--- src/rtl/core/direction_sample_mapper_unit_assert.svh ---
// ---------------------------------------------------------------------------
// assertion macros for the direction sample mapper
// concurrent checks on clk, held off while rst_n is low
// ---------------------------------------------------------------------------
`ifndef DIRECTION_SAMPLE_MAPPER_UNIT_ASSERT_SVH
`define DIRECTION_SAMPLE_MAPPER_UNIT_ASSERT_SVH

`ifndef NO_ASSERTIONS
// property checked at every rising clock edge outside reset
`define DSMU_ASSERT(label, prop, msg) \
    label: assert property (@(posedge clk) disable iff (!rst_n) (prop)) else $error(msg);
// implication checked at every rising clock edge outside reset
`define DSMU_ASSERT_IMP(label, pre, post, msg) \
    label: assert property (@(posedge clk) disable iff (!rst_n) (pre) |-> (post)) \
        else $error(msg);
`else
`define DSMU_ASSERT(label, prop, msg)
`define DSMU_ASSERT_IMP(label, pre, post, msg)
`endif

`endif

--- src/rtl/core/dsmu_pkg.sv ---
// ---------------------------------------------------------------------------
// dsmu_pkg
// shared constants, codes, the cordic arctangent table and the cell control
// ---------------------------------------------------------------------------
package dsmu_pkg;

    // default parameter values
    localparam int FRACTION_BITS_DEF    = 16;
    localparam int ANGLE_ITERATIONS_DEF = 16;

    // port formats
    localparam int IN_W   = 16;
    localparam int FUNC_W = 3;
    localparam int OUT_W  = 18;

    // cordic word and gain (q30)
    localparam int CW = 32;
    localparam logic signed [CW-1:0] CORDIC_GAIN_Q30 = 32'sd652032874;

    // mapping codes
    localparam logic [FUNC_W-1:0] FUNC_HEMI   = 3'd0;
    localparam logic [FUNC_W-1:0] FUNC_SPHERE = 3'd1;
    localparam logic [FUNC_W-1:0] FUNC_DISK   = 3'd2;
    localparam logic [FUNC_W-1:0] FUNC_COSINE = 3'd3;
    localparam logic [FUNC_W-1:0] FUNC_CONE   = 3'd4;

    // advance and valid handed to every cell
    typedef struct packed {
        logic en;
        logic vld;
    } step_t;

    // arctangent of 2^-i in binary turns, 2^32 a full turn
    function automatic logic [CW-1:0] atan_turns(input int idx);
        logic [CW-1:0] val;
        unique case (idx)
            0:  val = 32'h20000000;
            1:  val = 32'h12E4051D;
            2:  val = 32'h09FB385B;
            3:  val = 32'h051111D4;
            4:  val = 32'h028B0D43;
            5:  val = 32'h0145D7E1;
            6:  val = 32'h00A2F61E;
            7:  val = 32'h00517C55;
            8:  val = 32'h0028BE53;
            9:  val = 32'h00145F2F;
            10: val = 32'h000A2F98;
            11: val = 32'h000517CC;
            12: val = 32'h00028BE6;
            13: val = 32'h000145F3;
            14: val = 32'h0000A2F9;
            15: val = 32'h0000517C;
            16: val = 32'h000028BE;
            17: val = 32'h0000145F;
            18: val = 32'h00000A2F;
            19: val = 32'h00000517;
            20: val = 32'h0000028B;
            21: val = 32'h00000145;
            22: val = 32'h000000A2;
            23: val = 32'h00000051;
            default: val = '0;
        endcase
        return val;
    endfunction

endpackage

--- src/rtl/core/dsmu_cordic_cell.sv ---
// ---------------------------------------------------------------------------
// dsmu_cordic_cell
// one rotation step of a cordic in rotation mode, angle in binary turns
// ---------------------------------------------------------------------------
module dsmu_cordic_cell
    import dsmu_pkg::*;
#(
    parameter int IDX = 0,
    parameter int SW  = 8
)
(
    input  logic                 clk,
    input  logic                 rst_n,
    input  step_t                ctl,
    input  logic signed [CW-1:0] cx,
    input  logic signed [CW-1:0] cy,
    input  logic signed [CW-1:0] ca,
    input  logic [SW-1:0]        side,
    output logic                 vld,
    output logic signed [CW-1:0] nx,
    output logic signed [CW-1:0] ny,
    output logic signed [CW-1:0] na,
    output logic [SW-1:0]        side_new
);
    localparam logic signed [CW-1:0] ATAN = $signed(atan_turns(IDX));

    logic                 vld_reg;
    logic signed [CW-1:0] x_reg, x_next;
    logic signed [CW-1:0] y_reg, y_next;
    logic signed [CW-1:0] a_reg, a_next;
    logic [SW-1:0]        side_reg;
    logic signed [CW-1:0] dx;
    logic signed [CW-1:0] dy;

    // rotate towards zero residual angle
    always_comb
    begin
        dx = cy >>> IDX;
        dy = cx >>> IDX;
        if (!ca[CW-1])
        begin
            x_next = cx - dx;
            y_next = cy + dy;
            a_next = ca - ATAN;
        end
        else
        begin
            x_next = cx + dx;
            y_next = cy - dy;
            a_next = ca + ATAN;
        end
    end

    // valid bit
    always_ff @(posedge clk or negedge rst_n)
    begin
        if (!rst_n)
            vld_reg <= 1'b0;
        else if (ctl.en)
            vld_reg <= ctl.vld;
    end

    // payload
    always_ff @(posedge clk)
    begin
        if (ctl.en)
        begin
            x_reg    <= x_next;
            y_reg    <= y_next;
            a_reg    <= a_next;
            side_reg <= side;
        end
    end

    assign vld      = vld_reg;
    assign nx       = x_reg;
    assign ny       = y_reg;
    assign na       = a_reg;
    assign side_new = side_reg;
endmodule

--- config.mk ---
export PLATFORM = sky130hd
export DESIGN_NAME = dsmu_cordic_cell
export DESIGN_NICKNAME = d
export VERILOG_FILES = /design/src/rtl/core/direction_sample_mapper_unit_assert.svh /design/src/rtl/core/dsmu_pkg.sv /design/src/rtl/core/dsmu_cordic_cell.sv
export SDC_FILE = /design/constraint.sdc
export NUM_CORES = 1
export LEC_CHECK = 0
export ABC_AREA = 0
export BUFFER_PORTS_ARGS = -buffer_cell sky130_fd_sc_hd__buf_2
export CORE_MARGIN = 4
export CORE_UTILIZATION = 55
export DETAILED_ROUTE_END_ITERATION = 8
export PLACE_DENSITY = 0.82
export SLEW_MARGIN = 20
export SYNTH_ARGS = -nofsm -noshare
export SYNTH_HDL_FRONTEND = slang
export SYNTH_SLANG_ARGS = --single-unit
--- constraint.sdc ---
create_clock -name clk -period 0.9 [get_ports clk]
set_input_delay 0.09 -clock clk [delete_from_list [all_inputs] [get_ports clk]]
set_output_delay 0.09 -clock clk [all_outputs]
set_load 0.03 [all_outputs]
==> results.md, run 1 <==
- Fail Step: clock tree synthesis
- Netlist cell types: 64
- CTS buffer count: 9
- CTS Hold Bufs: 38
- Yosys reg bits: 104
- Ys async rst share: 0.962%
- Placer Congestion: 0.957
- Count of input and output buffers: 212
- Top-Level Pins: 213
- Log Error: [ERROR DPL-0033] detailed placement checks failed during check placement.
- Sequential element share of the synthesized area: 36.1%
- Placed Area: 12700 um^2
- Post-CTS Setup Inserts: 49
- Number of flops mapped to enable cells by yosys: 103
- Synthesized area: 8640 um^2
- Starting Density: 56.4%
- Synthesized net count: 1155
- Dpl hpwl: 25100 um
- Top_reg_cell synth: edfxtp_1
- Row count: 45
- Status: did not finish
- CTS Sinks: 104
- Die H: 133 um
- YS warnings: 0
- Syn Inst Count: 942
- Die W: 133 um
- Post_cts resized: 397
- Clk buf depth: 2
- Htree depth: 3
- Clock root buffer master: clkbuf_16
- Avg Synthesized Cell Area: 9.17 um^2
-- synthesized netlist by cell type (8+ instances only) --
library cell,n,area share (%)
buf_2,13,0.75
o21ai_0,54,3.1
o21bai_1,19,1.7
nand2_1,40,1.7
ha_1,102,15
inv_1,99,4.3
o31ai_1,13,1.1
edfxtp_1,103,36
mux2i_1,18,2.1
nand3_1,8,0.46
a21oi_1,114,6.6
nand4_1,13,0.94
nand2b_1,8,0.58
nor2_1,81,3.5
nor2b_1,11,0.80
buf_1,9,0.39
xnor2_1,55,5.6
o21a_1,12,1.0
o211ai_1,9,0.78
clkbuf_1,16,0.70
a21o_1,12,1.0
nor3_1,19,1.1
-- metrics by stage --
step	cells	setup WS, ns	hold slack [ns]
after detailed placement	1627	-1.96	-0.130
after global placement	1627	-1.88	-0.135
after floorplan	942	-1.53	-0.206
-- kinds of logic after synthesis --
group,after synthesis,synth area share (%)
adder cells (fa/ha/maj),105,15.5
multiplexers,20,2.35
buffers and inverters,144,6.62
AO/OA/AOI/OAI,292,21.3
flip-flops,104,36.1
XOR/XNOR,62,6.29
AND/OR/NAND/NOR,215,11.9
==> run 2, diff against run 1 <==
Settings changed: CORE_UTILIZATION 55 to 40, PLACE_DENSITY 0.82 to not set, PLACE_DENSITY_LB_ADDON set to 0.15.
==> run 2 against run 1 <==
- the flow now finishes, with violations (negative setup slack)
- synthesized area is the same
- synthesized cell count is the same
==> results.md, run 2 <==
- Hold Vio Cnt, Final: 0
- Initial antenna violation count: 2
- CP Data Arrival Time: 2.40 ns
- Crit end category: flip-flop
- Count of non-filler cells in the finished layout: 1808
- Area leader, netlist: edfxtp_1 (unchanged)
- CTS Sinks: 104 (unchanged)
- Clock root buffer master: clkbuf_16 (unchanged)
- Yosys reg bits: 104 (unchanged)
- Clk buf depth: 2 (unchanged)
- CTS buffer count: 9 (unchanged)
- Routed wire per std cell: 18.2 um
- Commonest non-fill, non-tap cell in the layout: buf_4
- Worst-Margin Slew: 0.544 ns
- Placer Congestion: 0.948 (was 0.957)
- Crit-path max cell delay: 0.27 ns
- Pre-CTS WS: -1.92 ns (was -1.96 ns)
- Htree depth: 3 (unchanged)
- Share of cells above drive strength 1: 53.1%
- Max cap viols: 0
- Row count: 53 (was 45)
- CP Launch Type: primary input
- Netlist cell types: 64 (unchanged)
- Clock share of power: 20.1%
- Count of input and output buffers: 212 (unchanged)
- Area share of the largest cell type after synthesis: 35.8% (unchanged)
- Worst-Skew Late Latency: 0.36 ns
- Cell mode on critical path: buf_4
- Total track usage: 25.5%
- # diodes: 0
- Seq pwr share: 30.1%
- P_leak: 0.00704 uW
- Top_reg_cell synth: edfxtp_1 (unchanged)
- Status: complete, but fails checks (was did not finish)
- Commonest non-fill, non-tap cells in the layout: buf_4, buf_6, edfxtp_1, buf_2, inv_1
- WL final: 32800 um
- Die H: 155 um (was 133 um)
- Dpl hpwl: 24100 um (was 25100 um)
- Fin util: 74.8%
- Layout area overhead: 83.3%
- Synthesized area: 8640 um^2 (unchanged)
- Top-Level Pins: 213 (unchanged)
- Sw frac: 36.9%
- Avg Synthesized Cell Area: 9.17 um^2 (unchanged)
- Final setup violation count: 168
- Slew Viols, Final: 0
- CTS tree: yes
- Clk slew on worst S/H paths: 0.08 ns
- Crit Path Class: primary input to flip-flop
- Critical path's slowest cell: o31a_1
- Syn Inst Count: 942 (unchanged)
- RSZ-0062 raised after global routing: yes
- Most common cell in the netlist: a21oi_1 (unchanged)
- Peak supply drop: 0.00108 V
- Post-synth top cells: a21oi_1, edfxtp_1, ha_1 (unchanged)
- Failing checks: negative setup slack
- CP delay by family, top: compound AO/OA/AOI/OAI gates
- Int Pwr: 13700 uW
- Highest clock rate: 439 MHz
- Sequential element share of the synthesized area: 36.1% (unchanged)
- Sw power: 8050 uW
- Worst reg-to-reg setup slack: 0 ns
- Die Footprint: 24000 um^2
- Top cells by area, synth: edfxtp_1, ha_1, a21oi_1, xnor2_1, inv_1 (unchanged)
- Final WS setup: -1.38 ns
- Remaining DRCs: 0
- Overall Power: 21800 uW
- DR vias: 9532
- Starting Density: 40.8% (was 56.4%)
- Die W: 155 um (was 133 um)
- Ys async rst share: 0.962% (unchanged)
- Grt total ovfl: 0
- Slew HR: 62.8%
- Clock skew: 0 ns
- Combinational Power Share: 49.8%
- Hold WC Path Type: primary input to async pin
- Worst path bufs/invs: 4
- Synthesized net count: 1155 (unchanged)
- Iter 0 DRT Violations: 756
- YS warnings: 0 (unchanged)
- Period minus WS final: 2.28 ns
- Core Area: 21200 um^2
- DRT Pass-1 Iters: 5
- Number of flops mapped to enable cells by yosys: 103 (unchanged)
- Largest net degree at the start of global routing: 38
- WP data required: 1.02 ns
- Nets@finish: 1741
- Critical path, cell by cell: buf_8 -> clkinvlp_4 -> ha_4 -> nor2b_4 -> o31a_1 -> o221ai_2 -> nand2b_1 -> a31oi_1 -> buf_4 -> nor2_2 -> o21ai_0 -> buf_4 -> o2bb2ai_2 -> xnor2_1
- Via-to-Cell Ratio: 5.27
- Crit-path max FO: 3
- Antenna-violating nets left: 0
- Vias in the first global route: 9494
- First-pass GRT wire length: 49400 um
- Dpl cells: 1708 (was 1627)
- Final period util: 253%
- PwrDens: 1380 nW/um^2
## run 2: cell counts after synthesis
No cell type changed its count.
## run 2: per-stage QoR
stage	setup TNS (ns)	instance area, um^2	hold slack (ns)
after floorplan	-59.69	9360	-0.206
after global placement	-89.48	12900	-0.136
after detailed placement	-92.05	12900	-0.134
after CTS	-70.71	15300	0.0153
after global routing	-80.95	15800	0.0640
final	-73.92	15800	0.0535
## run 2: path summary, 6_finish.rpt
check / from / end / cells after the start
setup / recovery: cx[1] / ny[28] / 14
hold / removal: rst_n / vld / 2
setup reg to reg: vld / vld / 2
hold reg to reg: vld / vld / 2
max in group asynchronous: rst_n / vld / 2
min in group clk: ca[30] / na[30] / 2
## run 2: cells by family after synthesis
| kind of cell | count (synthesis) | synth area share [%] |
|---|---|---|
| buffers and inverters | 144 | 6.62 |
| XOR/XNOR | 62 | 6.29 |
| AO/OA/AOI/OAI | 292 | 21.3 |
| AND/OR/NAND/NOR | 215 | 11.9 |
| multiplexers | 20 | 2.35 |
| adder cells (fa/ha/maj) | 105 | 15.5 |
| flip-flops | 104 | 36.1 |
## run 2: routing by layer
layer | vias up | global-route usage [%] | share of wire (%)
met2 | 407 | 42.2 | 47
met3 | 57 | 5.73 | 8.4
met1 | 4536 | 34.0 | 43
met5 | - | 0 | 0.064
li1 | 4528 | - | -
met4 | 4 | 6.35 | 1.8
## run 2: power groups by stage
stage / sequential [uW] / clock (uW) / combinational [uW]
after floorplan: 7840 / 0 / 3490
after global routing: 6610 / 4680 / 11500
after global placement: 6480 / 0 / 8380
after detailed placement: 6470 / 0 / 8440
final: 6550 / 4380 / 10900
after CTS: 6550 / 4460 / 10200
## run 2: cell type report
type / count / area (um^2)
multi-input cells: 694 / 6300
fillers: 1439 / 5320
repair buffers: 616 / 5260
flip-flops and latches: 104 / 3120
inverters: 103 / 485
well taps: 275 / 344
clock buffers: 9 / 225
clock inverters: 7 / 97.6
## run 2: repair_timing
item	CTS	global route
gates cloned	1	0
setup endpoints to repair	168	169
endpoints found under the hold margin	40	0
hold buffers	40	0
pin swaps	109	80
buffers inserted	34	29
gates resized for setup	389	102
## run 2: worst reg2reg max path: cells and delay by family (launching register included)
family,cells,cell delay (ns)
buf+inv,1,0.13
flops,1,0.41
mux,1,0.25
(Power assumes the default switching activity.)
==> run 3, diff against run 2 <==
Settings changed: CORE_UTILIZATION 40 to 55.
==> run 3 against run 2 <==
- the flow now stops in clock tree synthesis
- synthesized area stayed put
- synthesized cell count did not move
==> results.md, run 3 <==
- Status: did not finish (was complete, but fails checks)
- Fail Step: clock tree synthesis
- Log Error: [ERROR DPL-0033] detailed placement checks failed during check placement.
- Most common cell in the netlist: a21oi_1 (unchanged)
- Area leader, netlist: edfxtp_1 (unchanged)
- Clock root buffer master: clkbuf_16 (unchanged)
- Post_cts resized: 370 (was 389)
- Pre-CTS WS: -1.88 ns (was -1.92 ns)
- Ys async rst share: 0.962% (unchanged)
- Top-Level Pins: 213 (unchanged)
- Starting Density: 56.4% (was 40.8%)
- Area share of the largest cell type after synthesis: 35.8% (unchanged)
- Yosys reg bits: 104 (unchanged)
- CTS buffer count: 9 (unchanged)
- YS warnings: 0 (unchanged)
- Syn Inst Count: 942 (unchanged)
- Post-CTS Setup Inserts: 27 (was 34)
- Die H: 133 um (was 155 um)
- Count of input and output buffers: 212 (unchanged)
- Placer Congestion: 0.988 (was 0.948)
- Sequential element share of the synthesized area: 36.1% (unchanged)
- Die W: 133 um (was 155 um)
- CTS Sinks: 104 (unchanged)
- CTS Hold Bufs: 39 (was 40)
- Clk buf depth: 2 (unchanged)
- Number of flops mapped to enable cells by yosys: 103 (unchanged)
- Synthesized net count: 1155 (unchanged)
- Dpl hpwl: 24500 um (was 24100 um)
- Row count: 45 (was 53)
- Synthesized area: 8640 um^2 (unchanged)
- Netlist cell types: 64 (unchanged)
- Top cells by area, synth: edfxtp_1, ha_1, a21oi_1, xnor2_1, inv_1 (unchanged)
- Htree depth: 3 (unchanged)
- Post-synth top cells: a21oi_1, edfxtp_1, ha_1 (unchanged)
- Top_reg_cell synth: edfxtp_1 (unchanged)
- Avg Synthesized Cell Area: 9.17 um^2 (unchanged)
## run 3: cell counts after synthesis
Identical to the previous run, type by type.
## run 3: through the flow
step	instances	cell area (um^2)	util, %
after detailed placement	1632	12700	83.2
after global placement	1632	12700	83.2
after floorplan	942	9360	-
## run 3: cells by family after synthesis
kind of cell / synth area share, %
buffers and inverters: 6.62
DFF: 36.1
and+or+nand+nor: 11.9
adders and majority gates: 15.5
AOI/OAI and AO/OA: 21.3
muxes: 2.35
xor gates and xnor gates: 6.29
