**config.mk**
```make
export PLATFORM = sky130hd
export DESIGN_NAME = dsmu_sqrt_cell
export DESIGN_NICKNAME = d
export VERILOG_FILES = /design/src/rtl/core/direction_sample_mapper_unit_assert.svh /design/src/rtl/core/dsmu_pkg.sv /design/src/rtl/core/dsmu_sqrt_cell.sv
export SDC_FILE = /design/constraint.sdc
export NUM_CORES = 1
export LEC_CHECK = 0
export ABC_AREA = 1
export BUFFER_PORTS_ARGS = -buffer_cell sky130_fd_sc_hd__buf_2
export CAP_MARGIN = 10
export CORE_MARGIN = 2
export CORE_UTILIZATION = 35
export DETAILED_ROUTE_END_ITERATION = 8
export GPL_ROUTABILITY_DRIVEN = 0
export GPL_TIMING_DRIVEN = 0
export PLACE_DENSITY_LB_ADDON = 0.08
export SKIP_LAST_GASP = 1
export SLEW_MARGIN = 40
export SYNTH_ARGS = -nofsm -noshare
export SYNTH_HDL_FRONTEND = slang
export SYNTH_SLANG_ARGS = --single-unit
export TNS_END_PERCENT = 1
```
**constraint.sdc**
```tcl
create_clock -name clk -period 2.1 [get_ports clk]
set_input_delay 0.105 -clock clk [delete_from_list [all_inputs] [get_ports clk]]
set_output_delay 0.105 -clock clk [all_outputs]
set_load 0.1 [all_outputs]
```
**src/rtl/core/direction_sample_mapper_unit_assert.svh**
```systemverilog
// ---------------------------------------------------------------------------
// assertion macros for the direction sample mapper
// concurrent checks on clk, held off while rst_n is low
// ---------------------------------------------------------------------------
`ifndef DIRECTION_SAMPLE_MAPPER_UNIT_ASSERT_SVH
`define DIRECTION_SAMPLE_MAPPER_UNIT_ASSERT_SVH

`ifndef NO_ASSERTIONS
// property checked at every rising clock edge outside reset
`define DSMU_ASSERT(label, prop, msg) \
    label: assert property (@(posedge clk) disable iff (!rst_n) (prop)) else $error(msg);
// implication checked at every rising clock edge outside reset
`define DSMU_ASSERT_IMP(label, pre, post, msg) \
    label: assert property (@(posedge clk) disable iff (!rst_n) (pre) |-> (post)) \
        else $error(msg);
`else
`define DSMU_ASSERT(label, prop, msg)
`define DSMU_ASSERT_IMP(label, pre, post, msg)
`endif

`endif

```
**src/rtl/core/dsmu_pkg.sv**
```systemverilog
// ---------------------------------------------------------------------------
// dsmu_pkg
// shared constants, codes, the cordic arctangent table and the cell control
// ---------------------------------------------------------------------------
package dsmu_pkg;

    // default parameter values
    localparam int FRACTION_BITS_DEF    = 16;
    localparam int ANGLE_ITERATIONS_DEF = 16;

    // port formats
    localparam int IN_W   = 16;
    localparam int FUNC_W = 3;
    localparam int OUT_W  = 18;

    // cordic word and gain (q30)
    localparam int CW = 32;
    localparam logic signed [CW-1:0] CORDIC_GAIN_Q30 = 32'sd652032874;

    // mapping codes
    localparam logic [FUNC_W-1:0] FUNC_HEMI   = 3'd0;
    localparam logic [FUNC_W-1:0] FUNC_SPHERE = 3'd1;
    localparam logic [FUNC_W-1:0] FUNC_DISK   = 3'd2;
    localparam logic [FUNC_W-1:0] FUNC_COSINE = 3'd3;
    localparam logic [FUNC_W-1:0] FUNC_CONE   = 3'd4;

    // advance and valid handed to every cell
    typedef struct packed {
        logic en;
        logic vld;
    } step_t;

    // arctangent of 2^-i in binary turns, 2^32 a full turn
    function automatic logic [CW-1:0] atan_turns(input int idx);
        logic [CW-1:0] val;
        unique case (idx)
            0:  val = 32'h20000000;
            1:  val = 32'h12E4051D;
            2:  val = 32'h09FB385B;
            3:  val = 32'h051111D4;
            4:  val = 32'h028B0D43;
            5:  val = 32'h0145D7E1;
            6:  val = 32'h00A2F61E;
            7:  val = 32'h00517C55;
            8:  val = 32'h0028BE53;
            9:  val = 32'h00145F2F;
            10: val = 32'h000A2F98;
            11: val = 32'h000517CC;
            12: val = 32'h00028BE6;
            13: val = 32'h000145F3;
            14: val = 32'h0000A2F9;
            15: val = 32'h0000517C;
            16: val = 32'h000028BE;
            17: val = 32'h0000145F;
            18: val = 32'h00000A2F;
            19: val = 32'h00000517;
            20: val = 32'h0000028B;
            21: val = 32'h00000145;
            22: val = 32'h000000A2;
            23: val = 32'h00000051;
            default: val = '0;
        endcase
        return val;
    endfunction

endpackage

```
**src/rtl/core/dsmu_sqrt_cell.sv**
```systemverilog
// ---------------------------------------------------------------------------
// dsmu_sqrt_cell
// one digit of a restoring square root: two argument bits in, one root bit out
// ---------------------------------------------------------------------------
module dsmu_sqrt_cell
    import dsmu_pkg::*;
#(
    parameter int AW  = 34,
    parameter int RW  = 19,
    parameter int RTW = 17,
    parameter int SW  = 8
)
(
    input  logic           clk,
    input  logic           rst_n,
    input  step_t          ctl,
    input  logic [AW-1:0]  arg,
    input  logic [RW-1:0]  rem,
    input  logic [RTW-1:0] root,
    input  logic [SW-1:0]  side,
    output logic           vld,
    output logic [AW-1:0]  arg_sh,
    output logic [RW-1:0]  rem_new,
    output logic [RTW-1:0] root_new,
    output logic [SW-1:0]  side_new
);
    logic           vld_reg;
    logic [AW-1:0]  arg_reg, arg_next;
    logic [RW-1:0]  rem_reg, rem_next;
    logic [RTW-1:0] root_reg, root_next;
    logic [SW-1:0]  side_reg;
    logic [RW+1:0]  rem_cat;
    logic [RW+1:0]  trial;
    logic [RW+1:0]  diff;
    logic           take;

    // trial subtract of 4*root+1
    always_comb
    begin
        rem_cat   = {rem, arg[AW-1 -: 2]};
        trial     = {{(RW-RTW){1'b0}}, root, 2'b01};
        take      = (rem_cat >= trial);
        diff      = rem_cat - trial;
        rem_next  = take ? diff[RW-1:0] : rem_cat[RW-1:0];
        root_next = {root[RTW-2:0], take};
        arg_next  = {arg[AW-3:0], 2'b00};
    end

    // valid bit
    always_ff @(posedge clk or negedge rst_n)
    begin
        if (!rst_n)
            vld_reg <= 1'b0;
        else if (ctl.en)
            vld_reg <= ctl.vld;
    end

    // payload
    always_ff @(posedge clk)
    begin
        if (ctl.en)
        begin
            arg_reg  <= arg_next;
            rem_reg  <= rem_next;
            root_reg <= root_next;
            side_reg <= side;
        end
    end

    assign vld      = vld_reg;
    assign arg_sh   = arg_reg;
    assign rem_new  = rem_reg;
    assign root_new = root_reg;
    assign side_new = side_reg;
endmodule

```
==> results of run 1 <==
-- critical path: cells and delay by family --
kind	cells	cell delay, ps
buf+inv	5	910
simple gates	9	810
fa+ha+maj	1	300
-- layout make-up --
type                            instances  share of cell area [%]
Sequential cell                        77                   40.31
Timing Repair Buffer                  221                   25.08
Multi-Input combinational cell        245                   23.96
Inverter                               54                   3.542
Tap cell                              140                   3.061
Clock buffer                           12                   2.536
Buffer                                  6                   1.071
Clock inverter                          4                  0.4373
-- path summary, 6_finish.rpt --
check	startpoint	endpoint	slack (ps)	depth (start not counted)
max	root[1]	rem_new[13]$_DFFE_PP_	70	15
min	rst_n	vld$_DFFE_PN0P_	70	2
max reg2reg	vld$_DFFE_PN0P_	vld$_DFFE_PN0P_	1360	1
min reg2reg	vld$_DFFE_PN0P_	vld$_DFFE_PN0P_	500	1
max in group asynchronous	rst_n	vld$_DFFE_PN0P_	1950	2
min in group clk	rem[4]	rem_new[6]$_DFFE_PP_	80	3
-- stage by stage --
stage | TNS, ps | instance area (sq um) | utilization [%] | instances
2_1_floorplan | 0 | 3911 | - | 382
5_1_grt | -97.34 | 5723 | 52.56 | 759
6_report | 0 | 5723 | 52.56 | 759
3_3_place_gp | 0 | 4877 | 44.79 | 680
3_5_place_dp | 0 | 4911 | 45.10 | 681
4_1_cts | 0 | 5662 | 52.00 | 755
-- cells in the mapped netlist (2+ instances only) --
cell type and count:
nor3_1 3, nand3_2 10, buf_4 3, o21ai_0 4, a21oi_1 15, edfxtp_1 76, inv_2 4, nand3b_1 5
nand2_2 5, nor2_2 2, nand2_1 112, inv_1 50, nor2_1 21, nand3_1 31, nand2_4 2, ha_1 19
xor2_1 8
-- routing by layer --
| layer | routed length, um | vias to the layer above |
|---|---|---|
| met5 | 17 | - |
| met4 | 59 | 2 |
| met3 | 780 | 6 |
| met2 | 4664 | 111 |
| met1 | 4546 | 1479 |
| li1 | - | 1721 |
-- where the power goes --
| part | internal (uW) | total, uW | leakage (uW) | switching (uW) |
|---|---|---|---|---|
| logic | 396 | 1880 | 0.00194 | 1490 |
| clock network | 459 | 1010 | 0.0000824 | 555 |
| registers | 1860 | 1900 | 0.000756 | 32.1 |
| total | 2720 | 4790 | 0.00277 | 2070 |
-- what timing repair did --
item | CTS | global route
hold buffers | 58 | 0
hold endpoints to repair | 58 | 0
endpoints found under the setup margin | 0 | 20
buffers inserted | 0 | 4
gates resized for setup | 0 | 7
-- cells by family (layout without fill, tap and decap cells) --
| group | after synthesis | in the layout | share of synthesized area (%) |
|---|---|---|---|
| buffers and inverters | 60 | 297 | 6.756 |
| other | 1 | 2 | 0.09597 |
| adder cells (fa/ha/maj) | 19 | 19 | 6.084 |
| AND/OR/NAND/NOR | 194 | 194 | 23.05 |
| XOR/XNOR | 8 | 8 | 1.793 |
| AO/OA/AOI/OAI | 21 | 21 | 2.882 |
| flip-flops | 77 | 77 | 59.05 |
| multiplexers | 1 | 1 | 0.2882 |
==> results.tsv, run 1 <==
metric	value	unit
vias	3319	
syn_avg_cell_area	10.26	sq um
grt_pass1_vias	3208	
die_h	109.7	um
grt_setup_unrepaired	yes	
crit_path_cell_trace	dlygate4sd3_1 > buf_2 > inv_1 > ha_2 > nand2_2 > inv_2 > nand3_1 > nand3_2 > nand2_2 > nand2_2 > nand2_8 > nand2_4 > buf_12 > nand3_2 > nand2_1	
cts.clk_slew.worst_paths	80	ps
met3_usage	4.801	%
synth_cell_type_count	28	
antenna_cells	0	
cap_violations	0	
wl	10070	um
ant_nets	0	
async_reset_ff_share	1.299	%
gr-usage-met1	20.62	%
register_area	2307	sq um
cts_root_buf	clkbuf_8	
cp_max_fo	10	
drc_errors	0	
first_iter_violations	141	
ys_warn_count	0	
netlist_area	3907	sq um
areaGrowthSynthToFinish	46.46	%
finClkSkew	0	ps
grt_start_max_net_pins	51	
worst_setup_path_start_kind	input port	
post_drt_wl_per_cell	13.27	um
io_buffers	158	
multi_input_area	1371	sq um
fmax	0.4923	GHz
worstSetupPathType	in -> reg	
clock_sinks	77	
grt_overflow	0	
antenna_found_initial	1	
synth_seq_area_share	59.05	%
fin_crit_sh	96.73	%
hpwl	7426	um
busiest_layer	met2	
synthFlopType	edfxtp_1	
cts_tree	yes	
status	complete, no violations	
core-area	10890	sq um
whs	70.24	ps
cts_inserted_buffers	9	
dieArea	12030	sq um
yosysTopAreaCell	edfxtp_1	
drive_above_1_share	34.57	%
cts_buffer_depth	2	
insertion_delay	340	ps
critPathMaxStageDelay	540	ps
h-tree-depth	3	
synth_top_area_share	58.41	%
ys_top_cells_by_area	edfxtp_1 58%, nand2_1 11%, ha_1 6.1%, inv_1 4.8%, nand3_1 4.0%	
hold_viol_final	0	
synth_edf_count	76	
rows	38	
grt_pass1_wl	15080	um
cp-end-kind	flop	
power.leakage	0.002773	uW
synthCells	381	
largest_reg_flops	32	
peakVddDrop	0.4243	mV
cpMaxStageDelayCell	dlygate4sd3_1	
setup_viol	0	
finalNetCount	715	
pwr_density_cell	837.6	nW/um^2
avgViaCountPerCell	4.373	
grt_use_met2	28.44	%
io_pins	161	
critPathMostFrequentCell	nand2_2	
maxSlewViolCount	0	
nFillCells	1043	
grtUsageTotal	16.52	%
synth-seq-cells	77	
holdCritPathClass	in -> async	
layout.cells.most_common	buf_2	
worst_ep_required_time	2200	ps
final.min_clock_period	2031	ps
place_ws	80.96	ps
finalPower	4794	uW
die_width	109.7	um
fin_ws	68.60	ps
drtPass1Iterations	4	
arrival	2130	ps
final_cell_mix	157 x buf_2, 111 x nand2_1, 76 x edfxtp_1	
start_util	35.89	%
Note: power is estimated with default switching activity, not from simulation.
==> run 2: changes to the inputs <==
--- a/config.mk
+++ b/config.mk
@@ -6,11 +6,11 @@
 export NUM_CORES = 1
 export LEC_CHECK = 0
 export ABC_AREA = 1
-export BUFFER_PORTS_ARGS = -buffer_cell sky130_fd_sc_hd__buf_2
 export CAP_MARGIN = 10
-export CORE_MARGIN = 2
+export CORE_MARGIN = 4
 export CORE_UTILIZATION = 35
 export DETAILED_ROUTE_END_ITERATION = 8
+export DONT_BUFFER_PORTS = 1
 export GPL_ROUTABILITY_DRIVEN = 0
 export GPL_TIMING_DRIVEN = 0
 export PLACE_DENSITY_LB_ADDON = 0.08
==> results.tsv, run 2 (synthesized netlist as in run 1, its figures left out) <==
metric	value	unit	change
whs	-141.2	ps	-211.5 ps
insertion_delay	340	ps	about the same
wl_met2	4871	um	+4.4%
finClkSkew	0	ps	unchanged
power.combinational.fraction	27.0	%	-12 points
final-instance-count-excl-fill	647		-15%
cp-end-kind	flop		
grt_pass1_wl	15990	um	+6.0%
p_int	3095	uW	+14%
dieArea	12920	sq um	+7.4%
clock_sinks	77		unchanged
grt_start_max_net_pins	78		+53%
core-area	10890	sq um	unchanged
fin_crit_sh	82.03	%	-15 points
hold_viol_final	76		+76
status	complete, but fails checks		
holdCritPathClass	in -> reg		
grt_pass1_vias	3132		-2.4%
p_seq_share	49.0	%	+9.4 points
fin_area	5788	sq um	+1.1%
areaGrowthSynthToFinish	48.13	%	
largest_reg_flops	32		unchanged
pwr_density_cell	890.9	nW/um^2	+6.4%
peakVddDrop	0.4540	mV	+7.0%
cts.clk_slew.worst_paths	80	ps	about the same
drc_errors	0		unchanged
hold_depth	0		
wl_met3	833	um	+6.8%
maxSlewViolCount	0		unchanged
grtUsageTotal	15.96	%	-0.56 points
finalNetCount	603		-16%
layout.cells.most_common	nand2_1		
cp-startpoint	arg[32]		
worst_ep_required_time	2210	ps	about the same
final_cell_mix	112 x nand2_1, 78 x dlygate4sd3_1, 76 x edfxtp_1		
setup_viol	0		unchanged
grt_overflow	0		unchanged
min_from	ctl[1]		
nFillCells	973		-6.7%
first_iter_violations	119		-16%
slew_headroom	38.33	%	
post_drt_wl_per_cell	15.97	um	+20%
worst_setup_path_start_kind	input port		
finalPower	5157	uW	+7.6%
wl	10330	um	+2.6%
cts_resized	0		unchanged
r2r_slack	500	ps	-860 ps
fmax	0.5805	GHz	+18%
rows	38		unchanged
cts_inserted_buffers	9		unchanged
arrival	1840	ps	-290 ps
ant_nets	0		unchanged
switching_share	39.98	%	-3.3 points
worst_pin_slew	927.0	ps	
routed.top_layer	met4		
antenna_found_initial	0		-1
cap_violations	0		unchanged
post_cts_buffers	0		unchanged
die_width	113.7	um	+3.6%
drive_above_1_share	15.78	%	-19 points
violations	hold timing		
cts_tree	yes		
die_h	113.7	um	+3.6%
rr_worst_depth	2		+1
io_buffers	0		-100%
reg2reg_from	vld$_DFFE_PN0P_		
placed_cell_area	4539	sq um	-7.6%
cts_root_buf	clkbuf_8		
r2r_end	vld$_DFFE_PN0P_		
clkPwrFrac	23.9	%	+2.7 points
power.leakage	0.002574	uW	-7.2%
grt_setup_unrepaired	no		
dp_cells	543		-20%
drtPass1Iterations	4		unchanged
vias	2972		-10%
start_util	35.89	%	unchanged
antenna_cells	0		unchanged
wl_met1	4528	um	-0.40%
avgViaCountPerCell	4.594		+5.0%
hpwl	7138	um	-3.9%
io_pins	161		unchanged
ctsHoldBuffers	78		+34%
tns	0	ps	unchanged
cp_max_fo	5		-5
h-tree-depth	3		unchanged
min_to	root_new[14]$_DFFE_PP_		
netSwitchingPower	2062	uW	-0.62%
cts_buffer_depth	2		unchanged
worstSetupPathType	in -> reg		
final.min_clock_period	1723	ps	-308.7 ps
run 2: cell types whose count changed in the layout (fill, tap and decap cells not counted), sizes merged:
cell	previous run	this run
inv	54	55
clkinv	2	3
dlygate4sd3	58	78
buf	169	27
clkbuf	12	20
clkinvlp	2	0
bufinv	0	2
run 2: worst max path at each step:
stage / to / slack (ps) / cells past startpoint
finish: rem_new[12]$_DFFE_PP_ / 380 / 13
global route: rem_new[12]$_DFFE_PP_ / 170 / 13
CTS: vld$_DFFE_PN0P_ / 260 / 2
detailed placement: rem_new[10]$_DFFE_PP_ / 180 / 11
global placement: rem_new[13]$_DFFE_PP_ / 170 / 11
floorplan: rem_new[17]$_DFFE_PP_ / 460 / 13
run 2: worst max-delay path, stage by stage:
cell and delay (ps):
dlygate4sd3_1 550, inv_1 60, ha_1 200, inv_1 110
nand3_1 80, nand3_1 140, nand2_1 70, nand2_1 170
nand2_1 100, nand2_1 70, nand2_1 60, nand3_2 80
nand2_1 50
run 2: power by group through the flow:
stage	combinational, uW	clock, uW	sequential, uW
final	1390	1230	2530
after global routing	1490	1360	2540
after CTS	1150	1290	2670
after detailed placement	1030	0	2710
after global placement	464	0	3040
after floorplan	376	0	3010
run 2: cell type report:
cell class                 count  area, sq um  share of cell area, %
sequential                    77         2308                  39.88
buffer                         6        61.31                  1.059
tap                          140        175.2                  3.026
multi-input combinational    245         1340                  23.15
clock buffer                  10        127.6                  2.205
inverter                      54        202.7                  3.502
timing repair buffer         109         1486                  25.68
clock inverter                 6        86.33                  1.492
run 2: through the flow:
stage                     setup slack [ps]  utilization (%)  hold WS, ps
after detailed placement             184.8            41.69       -190.6
after global routing                 167.9            53.16       -177.5
final                                377.3            53.16       -141.2
after floorplan                      457.2                -       -190.6
after CTS                            264.9            50.83       -164.1
after global placement               165.7            37.53       -190.6
run 2: routing by layer:
layer	global-route usage, %	vias up
met1	19.91	1341
met2	26.27	121
li1	-	1503
met4	4.808	0
met5	0	-
met3	5.411	7
